$ cat src/rtl/core/lruwb_pkg.sv
// Shared constants and types of the LRU write-back sector cache controller.
`timescale 1ns / 1ps

package lruwb_pkg;

    localparam int ENTRIES_DEF  = 64;
    localparam int SECTOR_BYTES = 512;

    localparam int OP_W     = 2;
    localparam int SECTOR_W = 32;
    localparam int LEN_W    = 10;
    localparam int KIND_W   = 2;
    localparam int EIDX_W   = 6;
    localparam int CNT_W    = 32;

    typedef enum logic [OP_W-1:0] {
        OP_READ  = 2'd0,
        OP_WRITE = 2'd1,
        OP_FLUSH = 2'd2,
        OP_INVAL = 2'd3
    } op_t;

    typedef enum logic [KIND_W-1:0] {
        KIND_DONE  = 2'd0,
        KIND_WB    = 2'd1,
        KIND_FETCH = 2'd2
    } kind_t;

endpackage

$ cat src/rtl/core/lru_write_back_sector_cache.sv
// Top level of the fully associative LRU write-back sector cache controller.
`timescale 1ns / 1ps

// Tag and replacement controller for a fully associative write-back sector
// cache of ENTRIES entries. Each request is a read, write, flush or invalidate,
// and it produces one or more responses: writeback and fetch commands followed
// by a completion, writebacks the last of which closes a flush, or a done. One
// request is handled at a time and req_stall stays high until its last response
// has been loaded into the output register. The tag store and the recency list
// each sit in a RAM with one read port, and a single comparator walks them one
// entry per cycle: a read or write runs a tag search, then on a hit locates the
// entry in the recency list, then closes the gap in that list. A flush walks the
// entries in index order and emits a writeback for each dirty one. After reset
// the block runs a clearing pass over all entries that loads the initial recency
// order, during which no request is accepted.
module lru_write_back_sector_cache
    import lruwb_pkg::*;
#(
    parameter int ENTRIES = ENTRIES_DEF
) (
    input  logic                clk,
    input  logic                rst_n,
    input  logic                req_valid,
    output logic                req_stall,
    input  logic [OP_W-1:0]     op,
    input  logic [SECTOR_W-1:0] sector,
    input  logic [LEN_W-1:0]    write_length,
    output logic                rsp_valid,
    input  logic                rsp_stall,
    output logic [KIND_W-1:0]   kind,
    output logic [EIDX_W-1:0]   entry_index,
    output logic [SECTOR_W-1:0] target_sector,
    output logic                was_hit,
    output logic                last,
    output logic [CNT_W-1:0]    hit_total,
    output logic [CNT_W-1:0]    access_total
);

    localparam int IDX_W = $clog2(ENTRIES);
    localparam logic [IDX_W-1:0] LAST_IDX = IDX_W'(ENTRIES - 1);

    typedef enum logic [14:0] {
        S_INIT     = 15'h0001,
        S_IDLE     = 15'h0002,
        S_SCAN     = 15'h0004,
        S_LRU_RD   = 15'h0008,
        S_VICTIM   = 15'h0010,
        S_TAG_RD   = 15'h0020,
        S_EVICT    = 15'h0040,
        S_FETCH    = 15'h0080,
        S_POS      = 15'h0100,
        S_SHIFT    = 15'h0200,
        S_CPL      = 15'h0400,
        S_FL_SCAN  = 15'h0800,
        S_FL_EMIT  = 15'h1000,
        S_DONE     = 15'h2000,
        S_SPARE    = 15'h4000
    } state_t;

    state_t               state_reg, state_next;
    logic [IDX_W-1:0]     scan_reg, scan_next;
    logic [IDX_W-1:0]     cmp_idx_reg, cmp_idx_next;
    logic                 cmp_vld_reg, cmp_vld_next;
    logic [IDX_W-1:0]     idx_reg, idx_next;
    op_t                  op_reg, op_next;
    logic [SECTOR_W-1:0]  sector_reg, sector_next;
    logic                 blind_reg, blind_next;
    logic                 hit_reg, hit_next;
    logic [ENTRIES-1:0]   valid_reg, valid_next;
    logic [ENTRIES-1:0]   dirty_reg, dirty_next;
    logic [CNT_W-1:0]     hit_cnt_reg, hit_cnt_next;
    logic [CNT_W-1:0]     acc_cnt_reg, acc_cnt_next;

    logic                 rsp_valid_reg, rsp_valid_next;
    kind_t                rsp_kind_reg;
    logic [IDX_W-1:0]     rsp_idx_reg;
    logic [SECTOR_W-1:0]  rsp_sec_reg;
    logic                 rsp_hit_reg;
    logic                 rsp_last_reg;
    logic [CNT_W-1:0]     rsp_hit_cnt_reg;
    logic [CNT_W-1:0]     rsp_acc_cnt_reg;

    logic                 emit;
    kind_t                emit_kind;
    logic [IDX_W-1:0]     emit_idx;
    logic [SECTOR_W-1:0]  emit_sec;
    logic                 emit_hit;
    logic                 emit_last;
    logic                 emit_ok;

    logic                 tag_we;
    logic [SECTOR_W-1:0]  tag_rdata;
    logic                 order_we;
    logic [IDX_W-1:0]     order_waddr;
    logic [IDX_W-1:0]     order_wdata;
    logic [IDX_W-1:0]     order_rdata;

    logic [IDX_W-1:0]     scan_inc;
    logic [SECTOR_W-1:0]  cmp_a;
    logic [SECTOR_W-1:0]  cmp_b;
    logic                 cmp_eq;
    logic                 match;
    logic                 flush_last;

    // Both RAMs are always read at the scan pointer.
    lruwb_ram #(
        .WIDTH (SECTOR_W),
        .DEPTH (ENTRIES)
    ) u_tag_ram (
        .clk   (clk),
        .we    (tag_we),
        .waddr (idx_reg),
        .wdata (sector_reg),
        .raddr (scan_reg),
        .rdata (tag_rdata)
    );

    lruwb_ram #(
        .WIDTH (IDX_W),
        .DEPTH (ENTRIES)
    ) u_order_ram (
        .clk   (clk),
        .we    (order_we),
        .waddr (order_waddr),
        .wdata (order_wdata),
        .raddr (scan_reg),
        .rdata (order_rdata)
    );

    assign scan_inc = (scan_reg == LAST_IDX) ? '0 : scan_reg + IDX_W'(1);

    // The one comparator serves the tag search and the recency list search.
    assign cmp_a  = (state_reg == S_SCAN) ? tag_rdata : SECTOR_W'(order_rdata);
    assign cmp_b  = (state_reg == S_SCAN) ? sector_reg : SECTOR_W'(idx_reg);
    assign cmp_eq = (cmp_a == cmp_b);
    assign match  = cmp_vld_reg && cmp_eq &&
                    ((state_reg == S_POS) || valid_reg[cmp_idx_reg]);

    // Dirty entries are flushed in index order, so none left besides this one
    // means this writeback is the final response.
    assign flush_last = ((dirty_reg & ~(ENTRIES'(1) << scan_reg)) == '0);

    assign emit_ok   = !rsp_valid_reg || !rsp_stall;
    assign req_stall = (state_reg != S_IDLE);

    always_comb
    begin
        state_next   = state_reg;
        scan_next    = scan_reg;
        cmp_idx_next = cmp_idx_reg;
        cmp_vld_next = cmp_vld_reg;
        idx_next     = idx_reg;
        op_next      = op_reg;
        sector_next  = sector_reg;
        blind_next   = blind_reg;
        hit_next     = hit_reg;
        valid_next   = valid_reg;
        dirty_next   = dirty_reg;
        hit_cnt_next = hit_cnt_reg;
        acc_cnt_next = acc_cnt_reg;

        emit      = 1'b0;
        emit_kind = KIND_DONE;
        emit_idx  = '0;
        emit_sec  = '0;
        emit_hit  = 1'b0;
        emit_last = 1'b0;

        tag_we      = 1'b0;
        order_we    = 1'b0;
        order_waddr = scan_reg;
        order_wdata = scan_reg;

        unique case (state_reg)
            S_INIT:
            begin
                order_we  = 1'b1;
                scan_next = scan_inc;
                if (scan_reg == LAST_IDX)
                begin
                    state_next = S_IDLE;
                end
            end

            S_IDLE:
            begin
                if (req_valid)
                begin
                    op_next     = op_t'(op);
                    sector_next = sector;
                    blind_next  = (op_t'(op) == OP_WRITE) &&
                                  (32'(write_length) == 32'(SECTOR_BYTES));
                    unique case (op_t'(op)) inside
                        OP_READ, OP_WRITE:
                        begin
                            acc_cnt_next = acc_cnt_reg + CNT_W'(1);
                            hit_next     = 1'b0;
                            scan_next    = '0;
                            cmp_vld_next = 1'b0;
                            state_next   = S_SCAN;
                        end
                        OP_FLUSH:
                        begin
                            scan_next = '0;
                            if (dirty_reg == '0)
                            begin
                                state_next = S_DONE;
                            end
                            else
                            begin
                                state_next = S_FL_SCAN;
                            end
                        end
                        default:
                        begin
                            valid_next   = '0;
                            dirty_next   = '0;
                            hit_cnt_next = '0;
                            acc_cnt_next = '0;
                            state_next   = S_DONE;
                        end
                    endcase
                end
            end

            S_SCAN:
            begin
                scan_next    = scan_inc;
                cmp_idx_next = scan_reg;
                cmp_vld_next = 1'b1;
                if (match)
                begin
                    idx_next     = cmp_idx_reg;
                    hit_next     = 1'b1;
                    hit_cnt_next = hit_cnt_reg + CNT_W'(1);
                    scan_next    = '0;
                    cmp_vld_next = 1'b0;
                    state_next   = S_POS;
                end
                else if (cmp_vld_reg && (cmp_idx_reg == LAST_IDX))
                begin
                    scan_next  = '0;
                    state_next = S_LRU_RD;
                end
            end

            S_LRU_RD:
            begin
                state_next = S_VICTIM;
            end

            S_VICTIM:
            begin
                idx_next   = order_rdata;
                scan_next  = order_rdata;
                state_next = S_TAG_RD;
            end

            S_TAG_RD:
            begin
                state_next = S_EVICT;
            end

            S_EVICT:
            begin
                if (!dirty_reg[idx_reg] || emit_ok)
                begin
                    if (dirty_reg[idx_reg])
                    begin
                        emit                = 1'b1;
                        emit_kind           = KIND_WB;
                        emit_idx            = idx_reg;
                        emit_sec            = tag_rdata;
                        dirty_next[idx_reg] = 1'b0;
                    end
                    tag_we              = 1'b1;
                    valid_next[idx_reg] = 1'b1;
                    state_next          = S_FETCH;
                end
            end

            S_FETCH:
            begin
                if (blind_reg || emit_ok)
                begin
                    if (!blind_reg)
                    begin
                        emit      = 1'b1;
                        emit_kind = KIND_FETCH;
                        emit_idx  = idx_reg;
                        emit_sec  = sector_reg;
                    end
                    // The victim was least recent, so the list closes up from slot one.
                    scan_next    = IDX_W'(1);
                    cmp_vld_next = 1'b0;
                    state_next   = S_SHIFT;
                end
            end

            S_POS:
            begin
                scan_next    = scan_inc;
                cmp_idx_next = scan_reg;
                cmp_vld_next = 1'b1;
                if (match)
                begin
                    cmp_vld_next = 1'b0;
                    if (cmp_idx_reg == LAST_IDX)
                    begin
                        state_next = S_CPL;
                    end
                    else
                    begin
                        scan_next  = cmp_idx_reg + IDX_W'(1);
                        state_next = S_SHIFT;
                    end
                end
            end

            S_SHIFT:
            begin
                // Read one slot ahead and write the slot below what arrives.
                scan_next    = scan_inc;
                cmp_idx_next = scan_reg;
                cmp_vld_next = 1'b1;
                if (cmp_vld_reg)
                begin
                    order_we    = 1'b1;
                    order_waddr = cmp_idx_reg - IDX_W'(1);
                    order_wdata = order_rdata;
                    if (cmp_idx_reg == LAST_IDX)
                    begin
                        state_next = S_CPL;
                    end
                end
            end

            S_CPL:
            begin
                order_we    = 1'b1;
                order_waddr = LAST_IDX;
                order_wdata = idx_reg;
                if (emit_ok)
                begin
                    emit      = 1'b1;
                    emit_kind = KIND_DONE;
                    emit_idx  = idx_reg;
                    emit_sec  = sector_reg;
                    emit_hit  = hit_reg;
                    emit_last = 1'b1;
                    if (op_reg == OP_WRITE)
                    begin
                        dirty_next[idx_reg] = 1'b1;
                    end
                    state_next = S_IDLE;
                end
            end

            S_FL_SCAN:
            begin
                if (dirty_reg[scan_reg])
                begin
                    state_next = S_FL_EMIT;
                end
                else
                begin
                    scan_next = scan_inc;
                end
            end

            S_FL_EMIT:
            begin
                if (emit_ok)
                begin
                    emit                 = 1'b1;
                    emit_kind            = KIND_WB;
                    emit_idx             = scan_reg;
                    emit_sec             = tag_rdata;
                    emit_last            = flush_last;
                    dirty_next[scan_reg] = 1'b0;
                    if (flush_last)
                    begin
                        state_next = S_IDLE;
                    end
                    else
                    begin
                        scan_next  = scan_inc;
                        state_next = S_FL_SCAN;
                    end
                end
            end

            S_DONE:
            begin
                if (emit_ok)
                begin
                    emit       = 1'b1;
                    emit_last  = 1'b1;
                    state_next = S_IDLE;
                end
            end

            default:
            begin
                state_next = S_IDLE;
            end
        endcase

        if (emit)
        begin
            rsp_valid_next = 1'b1;
        end
        else if (!rsp_stall)
        begin
            rsp_valid_next = 1'b0;
        end
        else
        begin
            rsp_valid_next = rsp_valid_reg;
        end
    end

    always_ff @(posedge clk or negedge rst_n)
    begin
        if (!rst_n)
        begin
            state_reg     <= S_INIT;
            scan_reg      <= '0;
            cmp_vld_reg   <= 1'b0;
            valid_reg     <= '0;
            dirty_reg     <= '0;
            hit_cnt_reg   <= '0;
            acc_cnt_reg   <= '0;
            rsp_valid_reg <= 1'b0;
        end
        else
        begin
            state_reg     <= state_next;
            scan_reg      <= scan_next;
            cmp_vld_reg   <= cmp_vld_next;
            valid_reg     <= valid_next;
            dirty_reg     <= dirty_next;
            hit_cnt_reg   <= hit_cnt_next;
            acc_cnt_reg   <= acc_cnt_next;
            rsp_valid_reg <= rsp_valid_next;
        end
    end

    always_ff @(posedge clk)
    begin
        cmp_idx_reg <= cmp_idx_next;
        idx_reg     <= idx_next;
        op_reg      <= op_next;
        sector_reg  <= sector_next;
        blind_reg   <= blind_next;
        hit_reg     <= hit_next;
        if (emit)
        begin
            rsp_kind_reg    <= emit_kind;
            rsp_idx_reg     <= emit_idx;
            rsp_sec_reg     <= emit_sec;
            rsp_hit_reg     <= emit_hit;
            rsp_last_reg    <= emit_last;
            rsp_hit_cnt_reg <= hit_cnt_reg;
            rsp_acc_cnt_reg <= acc_cnt_reg;
        end
    end

    assign rsp_valid     = rsp_valid_reg;
    assign kind          = rsp_kind_reg;
    assign entry_index   = EIDX_W'(rsp_idx_reg);
    assign target_sector = rsp_sec_reg;
    assign was_hit       = rsp_hit_reg;
    assign last          = rsp_last_reg;
    assign hit_total     = rsp_hit_cnt_reg;
    assign access_total  = rsp_acc_cnt_reg;

endmodule

$ cat src/rtl/core/lruwb_ram.sv
// Generic single-write, single-read RAM with registered read data.
`timescale 1ns / 1ps

module lruwb_ram #(
    parameter int WIDTH = 32,
    parameter int DEPTH = 64,
    localparam int AW   = (DEPTH > 1) ? $clog2(DEPTH) : 1
) (
    input  logic             clk,
    input  logic             we,
    input  logic [AW-1:0]    waddr,
    input  logic [WIDTH-1:0] wdata,
    input  logic [AW-1:0]    raddr,
    output logic [WIDTH-1:0] rdata
);

    logic [WIDTH-1:0] mem_reg [DEPTH];
    logic [WIDTH-1:0] rdata_reg;

    always_ff @(posedge clk)
    begin
        if (we)
        begin
            mem_reg[waddr] <= wdata;
        end
        rdata_reg <= mem_reg[raddr];
    end

    assign rdata = rdata_reg;

endmodule

$ cat config.mk
export PLATFORM = sky130hd
export DESIGN_NAME = lru_write_back_sector_cache
export DESIGN_NICKNAME = d
export VERILOG_FILES = /design/src/rtl/core/lruwb_pkg.sv /design/src/rtl/core/lru_write_back_sector_cache.sv /design/src/rtl/core/lruwb_ram.sv
export SDC_FILE = /design/constraint.sdc
export NUM_CORES = 2
export LEC_CHECK = 0
export BUFFER_PORTS_ARGS = -buffer_cell sky130_fd_sc_hd__buf_4
export CAP_MARGIN = 5
export CORE_ASPECT_RATIO = 0.5
export CORE_MARGIN = 8
export CORE_UTILIZATION = 65
export CTS_CLUSTER_DIAMETER = 60
export DETAILED_ROUTE_END_ITERATION = 8
export PLACE_DENSITY = 0.82
export SLEW_MARGIN = 10
export SYNTH_ARGS = -nofsm -noshare
export SYNTH_HDL_FRONTEND = slang
export SYNTH_HIERARCHICAL = 1
export SYNTH_SLANG_ARGS = --single-unit
$ cat constraint.sdc
create_clock -name clk -period 9.9 [get_ports clk]
set_clock_uncertainty 0.2 [all_clocks]
set_input_delay 1.98 -clock clk [delete_from_list [all_inputs] [get_ports clk]]
set_output_delay 1.98 -clock clk [all_outputs]
set_load 0.02 [all_outputs]
Word level (Yosys, flattened, before mapping)
Memory sizes are Yosys's and may differ from the RTL's. A register that Yosys moved wholly into a read port is not among the register bits.
Cells that the tools add are included.
Widths: inputs -> output; s select.
{"block": "op_classes", "reduce_logical": 41, "mux": 107, "add_sub_neg": 5, "n_shift": 1, "n_eq_ne": 43, "magnitude_cmp": 5, "multipliers": 0, "n_bitwise": 9, "div_mod_pow": 0}
{"op": "$mux 64", "count": 8}
{"op": "$mux 32", "count": 11}
{"op": "$pmux 64 s4", "count": 1}
{"op": "$pmux 15 s13", "count": 1}
{"op": "$and 64x64->64", "count": 3}
{"op": "$not 64->64", "count": 3}
{"op": "$mux 15", "count": 12}
{"op": "$logic_not 64->1", "count": 2}
{"op": "$or 64x64->64", "count": 2}
{"op": "$pmux 32 s2", "count": 2}
{"op": "$pmux 32 s4", "count": 1}
{"op": "$pmux 64 s2", "count": 1}
{"op": "$mux 6", "count": 20}
{"op": "$add 32x1->32 const B", "count": 2}
{"op": "$shl 1x6->64 const A", "count": 1}
{"op": "$pmux 6 s8", "count": 1}
{"op": "$pmux 6 s2", "count": 3}
{"op": "$ne 2x2->1 const B", "count": 17}
{"op": "$eq 32x32->1", "count": 1}
{"op": "$mux 1", "count": 28}
{"op": "$pmux 14 s2", "count": 1}
{"op": "$pmux 6 s4", "count": 1}
{"op": "$lt 6x7->1 const B", "count": 3}
{"op": "$bmux 1 s6", "count": 3}
{"op": "other kinds (49)", "count": 83}
{"block": "totals", "mem_count": 2, "latchBits": 0, "mem_bits_ro": 0, "mem_bits_rw": 2432, "ff_bits": 369}
{"memory": "u_tag_ram.mem_reg", "words": 64, "width": 32, "rd": 1, "rd_ports_with_merged_regs": 1, "wr": 1, "line_no": "lruwb_ram.sv:17", "source": "logic [WIDTH-1:0] mem_reg [DEPTH];"}
{"memory": "u_order_ram.mem_reg", "words": 64, "width": 6, "rd": 1, "rd_ports_with_merged_regs": 1, "wr": 1, "line_no": "lruwb_ram.sv:17"}

Depth between registers and ports, before layout
{"block": "depth", "ltp_word": 9, "ltp_mapped": 14}

Hierarchy
The synthesis kept the hierarchy.
{"module": "lruwb_ram at u_tag_ram", "area_each_um2": 78515.3, "instances": 1, "cells_per_inst": 3324, "seq_area_each_um2": 62139.6}
{"module": "lru_write_back_sector_cache", "area_each_um2": 20064.2, "instances": 1, "cells_per_inst": 1950, "seq_area_each_um2": 9980.8}
{"module": "lruwb_ram at u_order_ram", "area_each_um2": 15205.8, "instances": 1, "cells_per_inst": 729, "seq_area_each_um2": 11651.2}

Worst setup path after synthesis
OpenSTA, ideal clock, no wires.
{"block": "synth_timing", "path_kind": "input port to flip-flop", "from": "in rsp_stall", "to": "mem u_tag_ram.mem_reg[48][0] (enable)", "setup_slack_ns": 3.776, "arrival_ns": 5.463, "path_buffers": 2, "t_required_ns": 9.239, "path_stages": 7, "path_cell_list": "and2_1 -> clkbuf_1 -> a21oi_1 -> clkbuf_1 -> nor2b_1 -> nand4b_1 -> nor3_1"}
{"block": "synth_between", "elab_chain_cells": 7}
{"element": "start: declaration", "line_no": "lru_write_back_sector_cache.sv:29", "source": "input logic rsp_stall,"}
{"element": "$logic_not 1->1"}
{"element": "$logic_or 1x1->1", "line_no": "lru_write_back_sector_cache.sv:143", "source": "assign emit_ok = !rsp_valid_reg || !rsp_stall;"}
{"element": "$logic_or 1x1->1", "line_no": "lru_write_back_sector_cache.sv:266", "source": "if (!dirty_reg[idx_reg] || emit_ok)"}
{"element": "$mux 1", "line_no": "lru_write_back_sector_cache.sv:266"}
{"element": "$mux 1", "line_no": "lru_write_back_sector_cache.sv:174", "source": "unique case (state_reg)"}
{"element": "net tag_we", "line_no": "lru_write_back_sector_cache.sv:91", "source": "logic tag_we;"}
{"element": "$mux 1", "line_no": "lruwb_ram.sv:22", "source": "if (we)"}
{"element": "$mux 1 (implied by the code)", "line_no": "lruwb_ram.sv:24", "source": "mem_reg[waddr] <= wdata;"}
{"element": "end: declaration", "line_no": "lruwb_ram.sv:17"}
The timed path passes the listed nets, and every way through them passes these cells.

Worst setup path after layout
{"block": "layout_timing", "from": "reg scan_reg[1]", "to": "reg scan_reg[5]"}
{"block": "layout_between", "elab_chain_cells": 6, "elab_cells_between_ends": 20, "classes_between": "add/sub: 1; eq/ne: 3; shift: 1; mux: 11; bitwise: 2; reduce/logical: 2"}
{"element": "start: declaration", "line_no": "lru_write_back_sector_cache.sv:61", "source": "logic [IDX_W-1:0] scan_reg, scan_next;"}
{"element": "start signal: assignment", "line_no": "lru_write_back_sector_cache.sv:439", "source": "scan_reg <= scan_next;"}
{"element": "branches (longest 6 deep; another with $add 6x1->6)"}
Parallel ways; which one is timed is not known. The select of a mux whose other input is x is not followed.
A chain may end at the register's enable or synchronous reset.

==> impl_results.md <==
- Multi-input logic area: 28,700 µm²
- Switching Power: 0.00726 W
- Critical path peak fanout: 65
- Area Growth Syn to Fin: 9.59%
- Die Ht: 312 µm
- Clock slew at reported path FFs: roughly 0.070 ns
- Crit end category: register
- DR vias: 65.9k
- Max reg flops: between 2k and 2.5k
- WP data arrival: 6.58 ns
- Final Hold Fails: 0
- Initial core utilization: 0.655
- F_max: 164 MHz
- Top cell type by total area after synthesis: edfxtp_1
- DR vias/cell: approximately 7.6
- Inst Count DP: 8,217
- Worst setup margin: 3.81 ns
- Min cycle time layout: between 6 and 7 ns
- PD cells: around 220 nW/µm²
- Synth Cell Area: 114,000 µm²
- Starting DRC count in detailed routing: around 12k
- WL per Instance: between 30 and 40 µm
- Htree depth: 4
- Layout cells sized above 1: 0.221
- Setup TNS: 0 ns
- GRT Util Overall: 0.351
- Grt ovf: 0
- Most frequent cell after synthesis: edfxtp_1
- Crit Path Class: register to register
- Initial antenna violation count: 21
- CTS Hold Bufs: 0
- Root buffer cell: clkbuf_16
- IO Port Bufs: 155
- CP Data Required Time: 10.39 ns
- Routed Antenna Nets: 0
- Slew headroom: 0.0207
- Lkg Pwr: 39.3 nW
- Yosys top cell area share: 0.682
- DRC viols: 0
- Register area: 83,800 µm²
- First-pass GRT wire length: 478,000 µm
- Die width: about 610 µm
- MaxCap Viol Count: 1
- Final Cell Area: 125,000 µm²
- Post-synth top flop: edfxtp_1
- Sink Count: 2,838
- Synthesized flop and latch total: 2,838
- # rows: 108
- Failing checks: max-capacitance violations
- Max clock buf depth: 4
- RSZ-0062 raised after global routing: false
- Int Power: 0.0199 W
- Seq/Total Area, Yosys: 0.736
- Period utilisation layout: 0.615
- Mean Syn Cell Area: 19.0 µm²
- CTS Buf Count: 232
- CTS tree: done
- Comb power frac: 0.154
- Ys Warns: 6
- Pre-CTS setup slack: 3.94 ns
- CP Launch Type: register
- Syn_nets: roughly 6.1k
- Detailed placement HPWL: 188,000 µm
- Worst slew pin tran: 1.46 ns
- Reg power frac: 0.513
- Placed cell area: 118,000 µm²
- Non-Filler Instances: between 8k and 9k
- Synth unique cells: 105
- Cell count after synthesis: ~6k
- Final Wtd Congestion: between 0.9 and 1
- Maximum vdd drop: 0.174 mV
- Async SR Flop Fraction: 0.0754
- Core Region: 174,000 µm²
- FILL cells: 9,382
- Hold Path Class: register to register
- Top post-synthesis cells by count: edfxtp_1 (2,586), mux4_2 (668), nor2_1 (425)
- Status: complete, but fails checks
- Post-CTS Resized: 0
- Largest net degree at the start of global routing: 116
- Worst-skew pair later-pin latency: 0.91 ns
- Vias in the first global route: 63.9k
- Largest cells by area after synthesis: edfxtp_1 (68%), mux4_2 (13%), dfrtp_1 (4.7%)
- Full die area: around 190,000 µm²
- DR pass1 iterations: 8
- Fin nets: 6,200
- Final setup violation count: 0
- Number of synthesized flops with an enable pin: 2,586
- Setup bufs post-CTS: 0
- Clk pwr share: 0.333
- Sw frac: 0.267
- Final wirelength: approximately 340,000 µm
- Io pins: roughly 160
- Max-slew violations: 0
- Finished Core Util: 0.718
[power by group through the flow]
stage / Sequential [W] / Combinational [W] / Clock (W)
after floorplan: 0.0144 / 0.00232 / 0
after global placement: 0.0142 / 0.00384 / 0
after detailed placement: 0.0142 / 0.00397 / 0
after CTS: 0.0139 / 0.00408 / 0.00908
after global routing: 0.0139 / 0.00429 / 0.00949
final: 0.0139 / 0.00417 / 0.00905
[worst max-delay path, cell delays in order (launching register included)]
cell	delay [ns]
dfrtp_4	0.74
buf_4	0.84
buf_4	0.93
mux4_2	0.61
a32oi_1	0.29
o2bb2ai_1	0.16
a211o_1	0.27
nor4_1	0.80
buf_4	0.25
nor2_1	0.08
nor3_4	0.33
mux2_2	0.38
[cell families after synthesis]
group	Yosys count	share of synthesized area
flip-flops	2838	0.736
AND/OR/NAND/NOR	1133	0.0498
multiplexers	836	0.148
AO/OA/AOI/OAI	714	0.0429
buffers and inverters	396	0.0166
XOR/XNOR	76	0.00585
adder cells (fa/ha/maj)	10	0.00110
[metal layers]
metal | routed length, µm | vias up | GRT usage
met1 | 113000 | 33648 | 0.462
met2 | 155000 | 6272 | 0.541
met3 | 48700 | 1121 | 0.109
met5 | 223 | - | 0
met4 | 21300 | 18 | 0.173
li1 | - | 24864 | -
[final timing paths]
check	startpoint	slack [ns]	endpoint	depth (start not counted)
max	scan_reg[1]	3.81	scan_reg[5]	11
max reg2reg	scan_reg[1]	3.81	scan_reg[5]	11
min	acc_cnt_reg[2]	0.27	access_total[2]	0
min in group asynchronous	rst_n	1.03	acc_cnt_reg[3]	1
max in group asynchronous	rst_n	6.97	dirty_reg[43]	2
min reg2reg	acc_cnt_reg[2]	0.27	access_total[2]	0
[cell type report]
cell class | instances | share of cell area
Sequential cell | 2838 | 0.672
Multi-Input combinational cell | 2769 | 0.230
Antenna cell | 8 | 0.000161
Inverter | 36 | 0.00110
Tap cell | 2310 | 0.0232
Clock inverter | 130 | 0.00845
Timing Repair Buffer | 265 | 0.0165
Clock buffer | 283 | 0.0484
[stage by stage]
step                hold WS [ns]  power, W
floorplan                  0.238    0.0167
global route               0.282    0.0277
CTS                        0.276    0.0271
detailed placement         0.262    0.0182
global placement           0.249    0.0180
finish                     0.273    0.0272
[cell usage in the layout, fill, tap and decap left out, types with 32 or more instances in the layout]
cell type  synthesis  routed
a221o_1           64      64
clkbuf_16          0     232
buf_4             35     259
mux2i_1          149     149
mux4_2           668     668
o22ai_1           94      94
dfrtp_1          213     207
a22o_1            40      40
o221ai_1          32      32
clkinv_2           0      43
nor2_1           425     362
nand2_1          169     162
dfxtp_1           38      38
nand3_1          131     130
xor2_1            34      34
clkbuf_1         166      47
edfxtp_1        2586    2586
a21oi_1          174     171
nand4_1           35      35
clkinv_1           4      59
nor2_4             0      63
o21ai_0          126     126
xnor2_1           42      42
and3_1            85      83
nand2b_1          33      33
(Power assumes the default switching activity.)
